$ cat src/rtl/pema_pkg.sv
// Shared constants and types for the pitch error metric accumulator.
// No dependencies; imported by every module under rtl/.
package pema_pkg;

	localparam int LOG_FRAC_BITS = 16;
	localparam int COUNT_BITS    = 32;

	localparam int VAL_W  = 32;
	localparam int MUL_W  = 34;
	localparam int PROD_W = 2 * MUL_W;
	localparam int ACC_W  = 64;
	localparam int LOG_W  = 5 + LOG_FRAC_BITS;
	localparam int IT_W   = $clog2(LOG_FRAC_BITS);
	localparam int CENT_W = 28;
	localparam int RMSE_W = 32;
	localparam int VUV_W  = 23;

	localparam logic [MUL_W-1:0] LOG2E_Q30   = MUL_W'(1549082005);
	localparam logic [MUL_W-1:0] CENT_SCALE  = MUL_W'(1200);
	localparam logic [MUL_W-1:0] PCT_SCALE   = MUL_W'(6553600);
	localparam logic [VAL_W-1:0] LOG_UNVOICED = 32'h8000_0000;

	localparam int CENT_SH = LOG_FRAC_BITS - 8;
	localparam int LN_SH   = 54 - LOG_FRAC_BITS;

	localparam logic [1:0] FMT_PERIOD = 2'd0;
	localparam logic [1:0] FMT_F0     = 2'd1;
	localparam logic [1:0] FMT_LNF0   = 2'd2;
	localparam logic [1:0] FMT_RSVD   = 2'd3;

	localparam logic [1:0] SEL_BOTH = 2'd0;
	localparam logic [1:0] SEL_RMSE = 2'd1;
	localparam logic [1:0] SEL_VUV  = 2'd2;
	localparam logic [1:0] SEL_NONE = 2'd3;

	localparam logic [1:0] REG_VALUE_FMT     = 2'd0;
	localparam logic [1:0] REG_OUTPUT_SELECT = 2'd1;

	typedef struct packed {
		logic busy;
		logic done;
	} unit_stat_t;

endpackage

$ cat src/rtl/pema_div.sv
// Restoring divider, one quotient bit per cycle (64-bit dividend).
// Depends on pema_pkg.
module pema_div import pema_pkg::*; (
	input  logic                  clk,
	input  logic                  arst_n,
	input  logic                  start,
	input  logic [ACC_W-1:0]      dividend,
	input  logic [COUNT_BITS-1:0] divisor,
	output logic [ACC_W-1:0]      quotient,
	output unit_stat_t            stat
);

	localparam int CNT_W = $clog2(ACC_W);

	logic [COUNT_BITS-1:0] rem_q, dsr_q;
	logic [ACC_W-1:0]      dvd_q;
	logic [CNT_W-1:0]      cnt_q;
	logic                  busy_q, done_q;
	logic [COUNT_BITS:0]   sh;
	logic [COUNT_BITS:0]   diff;

	assign sh   = {rem_q, dvd_q[ACC_W-1]};
	assign diff = sh - {1'b0, dsr_q};

	always_ff @(posedge clk or negedge arst_n) begin
		if (!arst_n) begin
			busy_q <= 1'b0;
			done_q <= 1'b0;
			cnt_q  <= '0;
		end else begin
			done_q <= 1'b0;
			if (start) begin
				busy_q <= 1'b1;
				cnt_q  <= '0;
			end else if (busy_q) begin
				cnt_q <= cnt_q + 1'b1;
				if (cnt_q == CNT_W'(ACC_W - 1)) begin
					busy_q <= 1'b0;
					done_q <= 1'b1;
				end
			end
		end
	end

	always_ff @(posedge clk) begin
		if (start) begin
			dvd_q <= dividend;
			dsr_q <= divisor;
			rem_q <= '0;
		end else if (busy_q) begin
			if (!diff[COUNT_BITS]) begin
				rem_q <= diff[COUNT_BITS-1:0];
				dvd_q <= {dvd_q[ACC_W-2:0], 1'b1};
			end else begin
				rem_q <= sh[COUNT_BITS-1:0];
				dvd_q <= {dvd_q[ACC_W-2:0], 1'b0};
			end
		end
	end

	assign quotient  = dvd_q;
	assign stat.busy = busy_q;
	assign stat.done = done_q;

endmodule

$ cat src/rtl/pema_sqrt.sv
// Integer square root, two radicand bits per cycle.
// Depends on pema_pkg.
module pema_sqrt import pema_pkg::*; (
	input  logic              clk,
	input  logic              arst_n,
	input  logic              start,
	input  logic [ACC_W-1:0]  radicand,
	output logic [RMSE_W-1:0] root,
	output unit_stat_t        stat
);

	localparam int STEPS = ACC_W / 2;
	localparam int CNT_W = $clog2(STEPS);

	logic [ACC_W-1:0] x_q, res_q, bit_q;
	logic [CNT_W-1:0] cnt_q;
	logic             busy_q, done_q;
	logic [ACC_W-1:0] trial;

	assign trial = res_q + bit_q;

	always_ff @(posedge clk or negedge arst_n) begin
		if (!arst_n) begin
			busy_q <= 1'b0;
			done_q <= 1'b0;
			cnt_q  <= '0;
		end else begin
			done_q <= 1'b0;
			if (start) begin
				busy_q <= 1'b1;
				cnt_q  <= '0;
			end else if (busy_q) begin
				cnt_q <= cnt_q + 1'b1;
				if (cnt_q == CNT_W'(STEPS - 1)) begin
					busy_q <= 1'b0;
					done_q <= 1'b1;
				end
			end
		end
	end

	always_ff @(posedge clk) begin
		if (start) begin
			x_q   <= radicand;
			res_q <= '0;
			bit_q <= ACC_W'(1) << (ACC_W - 2);
		end else if (busy_q) begin
			if (x_q >= trial) begin
				x_q   <= x_q - trial;
				res_q <= (res_q >> 1) + bit_q;
			end else begin
				res_q <= res_q >> 1;
			end
			bit_q <= bit_q >> 2;
		end
	end

	assign root      = res_q[RMSE_W-1:0];
	assign stat.busy = busy_q;
	assign stat.done = done_q;

endmodule

$ cat src/rtl/pitch_error_metric_accumulator_unit.sv
// Pitch error metric accumulator top level: sequencer, shared multiplier, accumulators.
// Depends on pema_pkg, pema_div, pema_sqrt.
//
// Takes one pair of pitch frames per request and keeps a saturating sum of squared cent
// errors plus voiced, mismatch and frame counters. The request flagged by tlast is counted
// and then yields one result (F0 RMSE in cents Q24.8, V/UV error percent Q7.16, flags),
// after which all accumulators clear; no other request yields a result. The block takes
// one request at a time and drops s_tready while it works. An unvoiced or mismatched pair
// only updates the counters; a natural-log F0 pair is scaled to log2 on the one shared
// multiplier; a period or F0 pair has each value normalized and run through the log2
// squaring loop on that multiplier. Each voiced pair is then scaled to cents, squared
// and accumulated. A tlast request also uses the 64-step divider (run once for RMSE,
// once for V/UV) and the 32-step square root. A finished result sits in the output
// register while the next run is accepted. Configuration writes are taken every cycle
// and must only be issued while the block is idle.
module pitch_error_metric_accumulator_unit import pema_pkg::*; (
	input  logic        clk,
	input  logic        arst_n,
	// cfg_index: 0 value format, 1 output_select
	input  logic        cfg_valid,
	output logic        cfg_ready,
	input  logic [1:0]  cfg_index,
	input  logic [1:0]  cfg_data,
	input  logic        s_tvalid,
	output logic        s_tready,
	input  logic [63:0] s_tdata,    // [31:0] value_ref, [63:32] value_test
	input  logic        s_tlast,    // last_frame
	output logic        m_tvalid,
	input  logic        m_tready,
	output logic [55:0] m_tdata,    // [31:0] rmse_cents, [54:32] vuv_percent, [55] zero
	output logic [2:0]  m_tuser     // [0] rmse_valid, [1] vuv_valid, [2] no_voiced_error
);

	localparam logic [4:0] ST_IDLE  = 5'd0;
	localparam logic [4:0] ST_NORM  = 5'd1;
	localparam logic [4:0] ST_LMUL  = 5'd2;
	localparam logic [4:0] ST_LUPD  = 5'd3;
	localparam logic [4:0] ST_MAG   = 5'd4;
	localparam logic [4:0] ST_LNMUL = 5'd5;
	localparam logic [4:0] ST_LN    = 5'd6;
	localparam logic [4:0] ST_CMUL  = 5'd7;
	localparam logic [4:0] ST_CENT  = 5'd8;
	localparam logic [4:0] ST_SMUL  = 5'd9;
	localparam logic [4:0] ST_ACC   = 5'd10;
	localparam logic [4:0] ST_FIN   = 5'd11;
	localparam logic [4:0] ST_DIVR  = 5'd12;
	localparam logic [4:0] ST_SQRT  = 5'd13;
	localparam logic [4:0] ST_VMUL  = 5'd14;
	localparam logic [4:0] ST_VDIV0 = 5'd15;
	localparam logic [4:0] ST_VDIV  = 5'd16;
	localparam logic [4:0] ST_OUT   = 5'd17;

	localparam logic [PROD_W-1:0] CENT_HALF = (PROD_W'(1) << CENT_SH) >> 1;
	localparam logic [PROD_W-1:0] LN_HALF   = (PROD_W'(1) << LN_SH) >> 1;
	localparam logic [COUNT_BITS-1:0] CNT_MAX = '1;

	logic [4:0]            state_q;
	logic [1:0]            fmt_q, osel_q;

	// accumulators
	logic [ACC_W-1:0]      sum_q;
	logic [COUNT_BITS-1:0] voiced_q, mismatch_q, total_q;

	// per-request working registers
	logic [VAL_W-1:0]      b_q;
	logic                  last_q;
	logic [VAL_W-1:0]      m_q;
	logic [4:0]            p_q;
	logic [LOG_FRAC_BITS-1:0] frac_q;
	logic [IT_W-1:0]       it_q;
	logic                  sel_q;
	logic [LOG_W-1:0]      la_q;
	logic [MUL_W-1:0]      mag_q;
	logic [CENT_W-1:0]     cents_q;
	logic [PROD_W-1:0]     prod_q;

	// pending result and output register
	logic [RMSE_W-1:0]     res_rmse_q;
	logic [VUV_W-1:0]      res_vuv_q;
	logic                  res_rv_q, res_uv_q, res_nve_q;
	logic [RMSE_W-1:0]     out_rmse_q;
	logic [VUV_W-1:0]      out_vuv_q;
	logic [2:0]            out_flags_q;
	logic                  out_valid_q;

	logic [MUL_W-1:0]      mul_a, mul_b;
	logic                  accept;
	logic [VAL_W-1:0]      in_a, in_b, unv;
	logic                  va, vb;
	logic signed [VAL_W:0] ln_diff;
	logic [VAL_W-1:0]      ln_abs;
	logic [LOG_FRAC_BITS-1:0] frac_next;
	logic [LOG_W-1:0]      log_now;
	logic [PROD_W-1:0]     cent_round, ln_round;
	logic [ACC_W:0]        sum_ext;
	logic                  want_rmse, want_vuv;
	logic                  out_free;

	logic                  div_start, sqrt_start;
	logic [ACC_W-1:0]      div_dividend, div_quot;
	logic [COUNT_BITS-1:0] div_divisor;
	logic [RMSE_W-1:0]     sqrt_root;
	unit_stat_t            div_stat, sqrt_stat;

	assign cfg_ready = 1'b1;
	assign s_tready  = (state_q == ST_IDLE);
	assign accept    = s_tvalid && s_tready;
	assign in_a      = s_tdata[31:0];
	assign in_b      = s_tdata[63:32];
	assign unv       = (fmt_q == FMT_LNF0) ? LOG_UNVOICED : '0;
	assign va        = (in_a != unv);
	assign vb        = (in_b != unv);
	assign ln_diff   = $signed({in_a[VAL_W-1], in_a}) - $signed({in_b[VAL_W-1], in_b});
	assign ln_abs    = ln_diff[VAL_W] ? VAL_W'(-ln_diff) : ln_diff[VAL_W-1:0];

	assign frac_next  = {frac_q[LOG_FRAC_BITS-2:0], prod_q[63]};
	assign log_now    = {p_q, frac_next};
	assign cent_round = (prod_q + CENT_HALF) >> CENT_SH;
	assign ln_round   = (prod_q + LN_HALF) >> LN_SH;
	assign sum_ext    = {1'b0, sum_q} + {1'b0, prod_q[ACC_W-1:0]};

	assign want_rmse = (osel_q == SEL_BOTH) || (osel_q == SEL_RMSE);
	assign want_vuv  = (osel_q == SEL_BOTH) || (osel_q == SEL_VUV);
	assign out_free  = !out_valid_q || m_tready;

	// shared multiplier operand select; product registered every cycle
	always_comb begin
		mul_a = '0;
		mul_b = '0;
		unique case (state_q)
			ST_LMUL: begin
				mul_a = MUL_W'(m_q);
				mul_b = MUL_W'(m_q);
			end
			ST_LNMUL: begin
				mul_a = mag_q;
				mul_b = LOG2E_Q30;
			end
			ST_CMUL: begin
				mul_a = mag_q;
				mul_b = CENT_SCALE;
			end
			ST_SMUL: begin
				mul_a = MUL_W'(cents_q);
				mul_b = MUL_W'(cents_q);
			end
			ST_VMUL: begin
				mul_a = MUL_W'(mismatch_q);
				mul_b = PCT_SCALE;
			end
			default: begin
				mul_a = '0;
				mul_b = '0;
			end
		endcase
	end

	always_ff @(posedge clk) begin
		prod_q <= mul_a * mul_b;
	end

	assign div_start    = ((state_q == ST_FIN) && want_rmse && (voiced_q != '0)) ||
		(state_q == ST_VDIV0);
	assign div_dividend = (state_q == ST_VDIV0) ? prod_q[ACC_W-1:0] : sum_q;
	assign div_divisor  = (state_q == ST_VDIV0) ? total_q : voiced_q;
	assign sqrt_start   = (state_q == ST_DIVR) && div_stat.done;

	pema_div u_div (
		.clk      (clk),
		.arst_n   (arst_n),
		.start    (div_start),
		.dividend (div_dividend),
		.divisor  (div_divisor),
		.quotient (div_quot),
		.stat     (div_stat)
	);

	pema_sqrt u_sqrt (
		.clk      (clk),
		.arst_n   (arst_n),
		.start    (sqrt_start),
		.radicand (div_quot),
		.root     (sqrt_root),
		.stat     (sqrt_stat)
	);

	// config registers
	always_ff @(posedge clk or negedge arst_n) begin
		if (!arst_n) begin
			fmt_q  <= FMT_PERIOD;
			osel_q <= SEL_BOTH;
		end else if (cfg_valid && cfg_ready) begin
			unique case (cfg_index)
				REG_VALUE_FMT:     fmt_q  <= cfg_data;
				REG_OUTPUT_SELECT: osel_q <= cfg_data;
				default: ;
			endcase
		end
	end

	// sequencer and accumulators
	always_ff @(posedge clk or negedge arst_n) begin
		if (!arst_n) begin
			state_q     <= ST_IDLE;
			sum_q       <= '0;
			voiced_q    <= '0;
			mismatch_q  <= '0;
			total_q     <= '0;
			out_valid_q <= 1'b0;
		end else begin
			// output register: load a new result or drop the one just taken
			if (state_q == ST_OUT && out_free)
				out_valid_q <= 1'b1;
			else if (m_tready)
				out_valid_q <= 1'b0;
			unique case (state_q)
				ST_IDLE: begin
					if (accept) begin
						if (total_q != CNT_MAX)
							total_q <= total_q + 1'b1;
						if (va && vb) begin
							if (voiced_q != CNT_MAX)
								voiced_q <= voiced_q + 1'b1;
							state_q <= (fmt_q == FMT_LNF0) ? ST_LNMUL : ST_NORM;
						end else begin
							if (va != vb && mismatch_q != CNT_MAX)
								mismatch_q <= mismatch_q + 1'b1;
							state_q <= s_tlast ? ST_FIN : ST_IDLE;
						end
					end
				end
				ST_NORM: begin
					if (m_q[VAL_W-1])
						state_q <= ST_LMUL;
				end
				ST_LMUL: state_q <= ST_LUPD;
				ST_LUPD: begin
					if (it_q == IT_W'(LOG_FRAC_BITS - 1))
						state_q <= sel_q ? ST_MAG : ST_NORM;
					else
						state_q <= ST_LMUL;
				end
				ST_MAG:   state_q <= ST_CMUL;
				ST_LNMUL: state_q <= ST_LN;
				ST_LN:    state_q <= ST_CMUL;
				ST_CMUL:  state_q <= ST_CENT;
				ST_CENT:  state_q <= ST_SMUL;
				ST_SMUL:  state_q <= ST_ACC;
				ST_ACC: begin
					sum_q   <= sum_ext[ACC_W] ? '1 : sum_ext[ACC_W-1:0];
					state_q <= last_q ? ST_FIN : ST_IDLE;
				end
				ST_FIN: begin
					if (want_rmse && voiced_q == '0)
						state_q <= ST_OUT;
					else if (want_rmse)
						state_q <= ST_DIVR;
					else if (want_vuv)
						state_q <= ST_VMUL;
					else
						state_q <= ST_OUT;
				end
				ST_DIVR: begin
					if (div_stat.done)
						state_q <= ST_SQRT;
				end
				ST_SQRT: begin
					if (sqrt_stat.done)
						state_q <= want_vuv ? ST_VMUL : ST_OUT;
				end
				ST_VMUL:  state_q <= ST_VDIV0;
				ST_VDIV0: state_q <= ST_VDIV;
				ST_VDIV: begin
					if (div_stat.done)
						state_q <= ST_OUT;
				end
				ST_OUT: begin
					if (out_free) begin
						sum_q       <= '0;
						voiced_q    <= '0;
						mismatch_q  <= '0;
						total_q     <= '0;
						state_q     <= ST_IDLE;
					end
				end
				default: state_q <= ST_IDLE;
			endcase
		end
	end

	// datapath registers
	always_ff @(posedge clk) begin
		unique case (state_q)
			ST_IDLE: begin
				if (accept) begin
					b_q    <= in_b;
					last_q <= s_tlast;
					m_q    <= in_a;
					p_q    <= 5'd31;
					frac_q <= '0;
					it_q   <= '0;
					sel_q  <= 1'b0;
					mag_q  <= MUL_W'(ln_abs);
				end
			end
			ST_NORM: begin
				if (!m_q[VAL_W-1]) begin
					if (m_q[VAL_W-1 -: 8] == 8'd0) begin
						m_q <= m_q << 8;
						p_q <= p_q - 5'd8;
					end else begin
						m_q <= m_q << 1;
						p_q <= p_q - 5'd1;
					end
				end
			end
			ST_LUPD: begin
				m_q    <= prod_q[63] ? prod_q[63:32] : prod_q[62:31];
				frac_q <= frac_next;
				it_q   <= it_q + 1'b1;
				if (it_q == IT_W'(LOG_FRAC_BITS - 1)) begin
					it_q <= '0;
					if (!sel_q) begin
						// first value done, start on the second
						la_q   <= log_now;
						m_q    <= b_q;
						p_q    <= 5'd31;
						frac_q <= '0;
						sel_q  <= 1'b1;
					end else begin
						mag_q <= (la_q >= log_now) ? MUL_W'(la_q - log_now) :
							MUL_W'(log_now - la_q);
					end
				end
			end
			ST_LN:   mag_q   <= ln_round[MUL_W-1:0];
			ST_CENT: cents_q <= cent_round[CENT_W-1:0];
			ST_FIN: begin
				res_rmse_q <= '0;
				res_vuv_q  <= '0;
				res_rv_q   <= 1'b0;
				res_uv_q   <= 1'b0;
				res_nve_q  <= want_rmse && (voiced_q == '0);
			end
			ST_SQRT: begin
				if (sqrt_stat.done) begin
					res_rmse_q <= sqrt_root;
					res_rv_q   <= 1'b1;
				end
			end
			ST_VDIV: begin
				if (div_stat.done) begin
					res_vuv_q <= div_quot[VUV_W-1:0];
					res_uv_q  <= 1'b1;
				end
			end
			ST_OUT: begin
				if (out_free) begin
					out_rmse_q  <= res_rmse_q;
					out_vuv_q   <= res_vuv_q;
					out_flags_q <= {res_nve_q, res_uv_q, res_rv_q};
				end
			end
			default: ;
		endcase
	end

	assign m_tvalid = out_valid_q;
	assign m_tdata  = {1'b0, out_vuv_q, out_rmse_q};
	assign m_tuser  = out_flags_q;

	// no-voiced error withholds both metrics
	a_nve_excl: assert property (@(posedge clk) disable iff (!arst_n)
		m_tvalid |-> !(m_tuser[2] && (m_tuser[0] || m_tuser[1])))
		else $error("no-voiced error reported together with a metric");

	// every counted frame is counted in total as well
	a_cnt_order: assert property (@(posedge clk) disable iff (!arst_n)
		(voiced_q <= total_q) && (mismatch_q <= total_q))
		else $error("pair counters exceed frame count");

	// divider is never restarted mid-run
	a_div_idle: assert property (@(posedge clk) disable iff (!arst_n)
		div_start |-> !div_stat.busy)
		else $error("divider started while busy");

	// square root is never restarted mid-run
	a_sqrt_idle: assert property (@(posedge clk) disable iff (!arst_n)
		sqrt_start |-> !sqrt_stat.busy)
		else $error("square root started while busy");

	// a result appears only after the final-metrics path
	a_out_src: assert property (@(posedge clk) disable iff (!arst_n)
		$rose(out_valid_q) |-> $past(state_q) == ST_OUT)
		else $error("result loaded outside output state");

endmodule
$ cat config.mk
export PLATFORM = sky130hd
export DESIGN_NAME = pitch_error_metric_accumulator_unit
export DESIGN_NICKNAME = d
export VERILOG_FILES = /design/src/rtl/pema_pkg.sv /design/src/rtl/pema_div.sv /design/src/rtl/pema_sqrt.sv /design/src/rtl/pitch_error_metric_accumulator_unit.sv
export SDC_FILE = /design/constraint.sdc
export NUM_CORES = 2
export LEC_CHECK = 0
export BUFFER_PORTS_ARGS = -buffer_cell sky130_fd_sc_hd__buf_2
export CAP_MARGIN = 20
export CELL_PAD_IN_SITES_DETAIL_PLACEMENT = 0
export CELL_PAD_IN_SITES_GLOBAL_PLACEMENT = 1
export CORE_ASPECT_RATIO = 1.1
export CORE_MARGIN = 2
export CORE_UTILIZATION = 35
export DETAILED_ROUTE_END_ITERATION = 8
export HOLD_SLACK_MARGIN = 0.02
export PLACE_DENSITY_LB_ADDON = 0.1
export SLEW_MARGIN = 5
export SYNTH_ARGS = -nofsm -noshare
export SYNTH_HDL_FRONTEND = slang
export SYNTH_SLANG_ARGS = --single-unit
export TNS_END_PERCENT = 5
$ cat constraint.sdc
create_clock -name clk -period 13.75 [get_ports clk]
set_input_delay 2.0625 -clock clk [delete_from_list [all_inputs] [get_ports clk]]
set_output_delay 2.0625 -clock clk [all_outputs]
set_load 0.1 [all_outputs]
Word level (Yosys, flattened, before mapping)
Cells that the tools add are included.
- equal/unequal tests: 45
- mux-type cells: 99
- order comparisons: 2
- reduce and logical (&&, ||, !) cells: 51
- $add $sub $neg: 19
- multipliers: 1
- bitwise logic cells: 1
- operator list (cell ; count):
    $mux 32 ; 20
    $mux 64 ; 9
    $pmux 32 s2 ; 4
    $pmux 32 s5 ; 1
    $mux 34 ; 4
    $pmux 34 s4 ; 1
    $pmux 64 s2 ; 1
    $pmux 34 s3 ; 1
    $add 32x1->32 const B ; 3
    $ne 32x32->1 const B ; 3
    $pmux 32 s3 ; 1
    $pmux 5 s17 ; 1
    $mux 5 ; 16
    $add 68x38->68 const B ; 1
    $mul 34x34->68 ; 1
    $add 64x64->65 ; 1
    $add 63x63->64 ; 1
    $add 64x63->64 ; 1
    $ge 64x64->1 ; 1
    $ne 32x32->1 ; 2
    $sub 64x64->64 ; 1
    $pmux 23 s2 ; 1
    $mux 15 ; 3
    $sub 21x21->22 ; 2
    48 further kinds ; 138
- bits of input ports: 74
- register bits: 830
- output and inout port bits: 62
- logic and storage cells: 258

Depth between registers and ports, before layout
- depth after elaboration: 9
- depth in mapped cells: 38
- depth with buffers taken out: 34

By module
A second synthesis with hierarchy kept.
- cells, all modules: 9989
- area total of the unflattened synthesis: 89047.9 µm²
- modules (own cells, without submodules) (module ; instances ; seq. area each (µm²) ; area an instance (µm²) ; cells an instance):
    pitch_error_metric_accumulator_unit ; 1 ; 14263.7 ; 66147.2 ; 7381
    pema_sqrt ; 1 ; 4018.9 ; 15650.0 ; 1967
    pema_div ; 1 ; 3723.6 ; 7250.7 ; 641

Worst setup path after synthesis
No wires, ideal clock.
- path type: register -> register
- start: register u_sqrt.res_q[4]
- end: register u_sqrt.x_q[0], enable pin
- data required time: 13.175 ns
- buffers on the path: 2
- slack: 4.085 ns
- setup time: 0.575 ns
- cell stages (with the launch flop): 25
- arrival time: 9.091 ns
- period minus slack after synthesis: 9.665 ns
- cells stage by stage: dfxtp_1 -> ha_1 -> a21oi_1 -> o21bai_1 -> o31ai_1 -> o41ai_1 -> a31oi_1 -> o311ai_0 -> a31oi_1 -> o21ai_0 -> a31oi_1 -> o21bai_1 -> a31oi_1 -> xor2_1 -> ha_1 -> nand4_1 -> nor3_1 -> nand3_1 -> nor2_1 -> nand3_1 -> a21oi_1 -> nor3_1 -> buf_2 -> buf_1 -> o21ai_0
- cells in the longest elaborated chain, start to end: 4
- ends and longest elaborated chain (what ; RTL line ; RTL):
    start, declared ; pema_sqrt.sv:15 ; logic [ACC_W-1:0] x_q, res_q, bit_q;
    start signal, assigned ; pema_sqrt.sv:50 ; res_q <= (res_q >> 1) + bit_q;
    start signal, assigned ; pema_sqrt.sv:52 ; res_q <= res_q >> 1;
    $add 64x63->64 ; pema_sqrt.sv:20 ; assign trial = res_q + bit_q;
    $ge 64x64->1 ; pema_sqrt.sv:48 ; if (x_q >= trial) begin
    $reduce_bool 2->1 (no line) ; -- ;
    $reduce_and 2->1 (no line) ; -- ;
    end signal, assigned ; pema_sqrt.sv:44 ; x_q <= radicand;
    end signal, assigned ; pema_sqrt.sv:49 ; x_q <= x_q - trial;
    end, declared ; pema_sqrt.sv:15 ;
Every way passes these cells.
A chain may end at the register's enable or synchronous reset.

Worst setup path after layout
- start: register state_q[0]
- end: register prod_q[65]
- cells in the longest elaborated chain, start to end: 4
- elaborated cells on any way between the ends: 9
- ends and longest elaborated chain (what ; RTL line ; RTL):
    start, declared ; pitch_error_metric_accumulator_unit.sv:57 ; logic [4:0] state_q;
    start signal, assigned ; pitch_error_metric_accumulator_unit.sv:224 ; state_q <= (fmt_q == FMT_LNF0) ? ST_LNMUL : ST_NORM;
    start signal, assigned ; pitch_error_metric_accumulator_unit.sv:228 ; state_q <= s_tlast ? ST_FIN : ST_IDLE;
    start signal, assigned ; pitch_error_metric_accumulator_unit.sv:239 ; state_q <= sel_q ? ST_MAG : ST_NORM;
    $eq 5x3->1 ; pitch_error_metric_accumulator_unit.sv:130 ; unique case (state_q)
    $reduce_or 2->1 (no line) ; -- ;
    $pmux 34 s4 ; pitch_error_metric_accumulator_unit.sv:130 ;
    $mul 34x34->68 * ; pitch_error_metric_accumulator_unit.sv:159 ; prod_q <= mul_a * mul_b;
    end signal, assigned ; pitch_error_metric_accumulator_unit.sv:159 ;
    end, declared ; pitch_error_metric_accumulator_unit.sv:75 ; logic [PROD_W-1:0] prod_q;
Every way passes the cells marked *; elsewhere a longest branch is shown, timed or not.

==> flow_summary_export.csv <==
group,metric,value,unit
timing,grt_setup_unrepaired,"no",
run,cap_violations,0,
placed_design,place_ws,1.584,ns
power_and_ir_drop,power_switching_share,54.93,%
finish,syn2layout_area_growth,10.10,%
setup_path,r2r-start,"state_q[0]",
clocking,clock-root-buffer,"clkbuf_16",
routing,vias,70070,
routing,wl,328.6,mm
clocking,cts.sinks,829,
routing,met2WireLength,159.9,mm
setup_path,worstSetupStartpointType,"flip-flop",
grt,grt_max_degree,103,
finish,drive_above_1_share,6.809,%
die,die_area,251100,sq um
timing,slew_headroom,25.07,%
timing,clock_skew,0.1092,ns
logic_synthesis,synthCells,9686,
setup_path,worst-path-max-fanout,21,
die,io_pins,136,
setup_path,cp-end-kind,"flip-flop",
logic_synthesis,ys.flop_type,"edfxtp_1",
setup_path,r2r-end,"prod_q[65]",
routing,dr.pass1.iters,8,
setup_path,critPathLaunch,"state_q[0]",
timing,min_period,12.25,ns
clocking,clockBufferDepth,3,
power_and_ir_drop,clkPwrFrac,10.9,%
power_and_ir_drop,p_per_area,276.9,nW/um^2
timing,setup_ws,1.498,ns
setup_path,crit_type,"reg -> reg",
routing,viasPerCell,5.362,
clocking,cts_resized,0,
placed_design,dp_hpwl,254.5,mm
logic_synthesis,synth_warnings,0,
clocking,numCtsBuffers,101,
timing,setup_viol,0,
setup_path,rr_worst_depth,30,
power_and_ir_drop,pwr-share-comb,73.6,%
die,core,245900,sq um
logic_synthesis,synth_cell_type_count,88,
routing,wl_met1,136.1,mm
power_and_ir_drop,p_leak,0.04251,uW
placed_design,port_buffers,133,
power_and_ir_drop,vdd_drop_max,0.0004232,V
setup_path,required,14.47,ns
setup_path,slowest_stage,"nor2_2",
timing,slew_viol_final,0,
setup_path,critPathBufInv,6,
routing,wl_met3,14.95,mm
setup_path,arrival,12.97,ns
routing,antenna_left,0,
die,die_height,525.3,um
power_and_ir_drop,p_switching,14480,uW
grt,grt_first_pass_wirelength,486.1,mm
die,fp-row-count,191,
logic_synthesis,synth_seq_area_share,25.45,%
grt,grtUsageTotal,25.90,%
clocking,hold_buffers,0,
setup_path,cpPeakStageDelay,0.80,ns
setup_path,path_depth,30,
clocking,ctsHtreeMaxLevel,3,
timing,whs,0.3993,ns
die,die_w,477.9,um
setup_path,crit_top_cell,"fa_1",
timing,fin_setup_tns,0,ns
routing,wl_per_cell,25.15,um
placed_design,gp_congestion,0.9123,
power_and_ir_drop,p_int,11880,uW
grt,antenna_found_initial,12,
timing,hold_viol_final,0,
clocking,cts_tree,"built",
grt,overflow,0,
hold_path,hold_path.class,"reg -> reg",
logic_synthesis,synth_area,86470,sq um
routing,drt_iter0_markers,4822,
setup_path,endpoint,"prod_q[65]",
timing,final.period_utilization,89.10,%
setup_path,r2r_slack,1.50,ns
setup_path,path_delay_family,"compound AO/OA/AOI/OAI gates",
routing,drc_errors,0,
clocking,post_cts_buffers,0,
logic_synthesis,synth_enable_flop_cells,448,
power_and_ir_drop,pwr-share-seq,15.5,%
die,start_util,35.16,%
finish,fin_nets,11320,
routing,top_layer_used,"met4",
logic_synthesis,ys_ff_latch,829,
outcome,status,"complete, no violations",
logic_synthesis,async_flop_share,22.32,%
grt,first_global_vias,72290,
clocking,clk_pin_slew_worst_paths,0.06,ns
timing,max_freq,0.08162,GHz
logic_synthesis,avgSynthCellArea,8.927,sq um
timing,tightest_slew,1.124,ns
clocking,insertion_delay,0.81,ns
==> cells in the final DEF, fill, tap and decap left out, types with 152 or more instances in the layout <==
master,netlist,final
edfxtp_1,448,448
buf_4,3,217
fa_1,963,963
dfrtp_1,185,183
inv_1,1181,1178
xor2_1,252,252
dfxtp_1,196,195
xnor2_1,271,271
mux2i_1,152,152
a21oi_1,587,585
nand2_1,1224,1222
ha_1,588,588
a21o_1,190,190
o21ai_0,470,469
nor2_1,996,981
==> stage by stage <==
step	std cells	util [%]	cell area (sq um)	total power, uW
2_1_floorplan	9718	-	86590	16240
3_3_place_gp	12870	37.23	91540	23250
3_5_place_dp	12870	37.25	91600	23300
4_1_cts	13060	38.71	95180	26350
5_1_grt	13060	38.71	95190	28340
6_report	13070	38.71	95200	26360
==> cell type report <==
cell class              instances  area, sq um
diodes                          5        12.51
clock inverters                60        719.4
fillers                     25120       150700
flip-flops and latches        829        22010
repair buffers                353         2367
multi-input cells            7224        58680
inverters                    1183         4446
clock buffers                 132         2860
well taps                    3281         4105
==> kinds of logic after synthesis <==
group	synth area share, %
flops	25.45
other cells	0.008685
simple gates	15.18
compound gates	14.10
fa+ha+maj	30.80
xor+xnor	5.297
buf+inv	7.259
mux	1.903
==> power groups by stage <==
stage               Sequential [uW]  Clock (uW)  Combinational, uW
finish                         4090        2870              19400
global route                   4140        3050              21200
CTS                            4100        2960              19300
detailed placement             4150           0              19200
global placement               4140           0              19100
floorplan                      3870           0              12400
==> sequential cells by signal (all words and copies together), names as in the netlist, 6 cells and up <==
name and cells:
out_vuv_q 23, u_div.cnt_q 6, u_sqrt.x_q 64, cents_q 28, m_q 32, res_rmse_q 32, total_q 32, u_sqrt.bit_q 32
b_q 32, u_div.quotient 64, out_rmse_q 32, mag_q 33, mismatch_q 32, u_div.dsr_q 32, sum_q 64, u_div.rem_q 32
u_sqrt.res_q 64, la_q 21, res_vuv_q 23, prod_q 68, voiced_q 32, frac_q 15
==> worst min path at each step <==
stage / cells after the start / from / endpoint
2_1_floorplan: 0 / res_rv_q / m_tuser[0]
3_3_place_gp: 0 / res_rmse_q[17] / out_rmse_q[17]
3_5_place_dp: 0 / res_uv_q / m_tuser[1]
4_1_cts: 0 / res_rmse_q[5] / out_rmse_q[5]
5_1_grt: 0 / res_vuv_q[15] / out_vuv_q[15]
6_report: 0 / res_rmse_q[5] / out_rmse_q[5]
==> synthesized netlist by cell type (all sizes together), types with 41 or more instances <==
master  instances  area (sq um)
nand2b         51         319.1
ha            588          7357
a31oi         143         894.6
nand3         135         675.7
dfrtp         185          4629
a211oi         55         412.9
a221oi         42         385.4
xor2          252          2207
clkbuf        443          1664
nand2        1224          4594
nor4           47         294.0
xnor2         271          2374
mux2i         152          1521
a21oi         588          2947
o21bai         67         503.0
fa            963         19280
or3            44         275.3
and2           91         569.3
a21o          190          1426
edfxtp        448         13450
a221o          42         420.4
and3           62         387.9
nor2b          64         400.4
o21ai         477          2391
nand4         110         688.2
o21a           41         309.1
dfxtp         196          3924
nor3           87         435.4
nor2          996          3739
inv          1182          4437
==> per-layer routing <==
| layer | track usage, % | vias up |
|---|---|---|
| met1 | 32.56 | 35310 |
| li1 | - | 32330 |
| met2 | 44.36 | 1873 |
| met4 | 12.22 | 0 |
| met5 | 0 | - |
| met3 | 2.770 | 551 |
==> worst reg2reg max path: cells and delay by family (launching register included) <==
family                   cells  cell delay, ns
AO/OA/AOI/OAI               10            4.31
adder cells (fa/ha/maj)      9            4.16
AND/OR/NAND/NOR              4            1.59
buffers and inverters        6            1.27
flip-flops                   1            0.75
XOR/XNOR                     1            0.15
No activity file was read; power rests on OpenSTA's default activity.
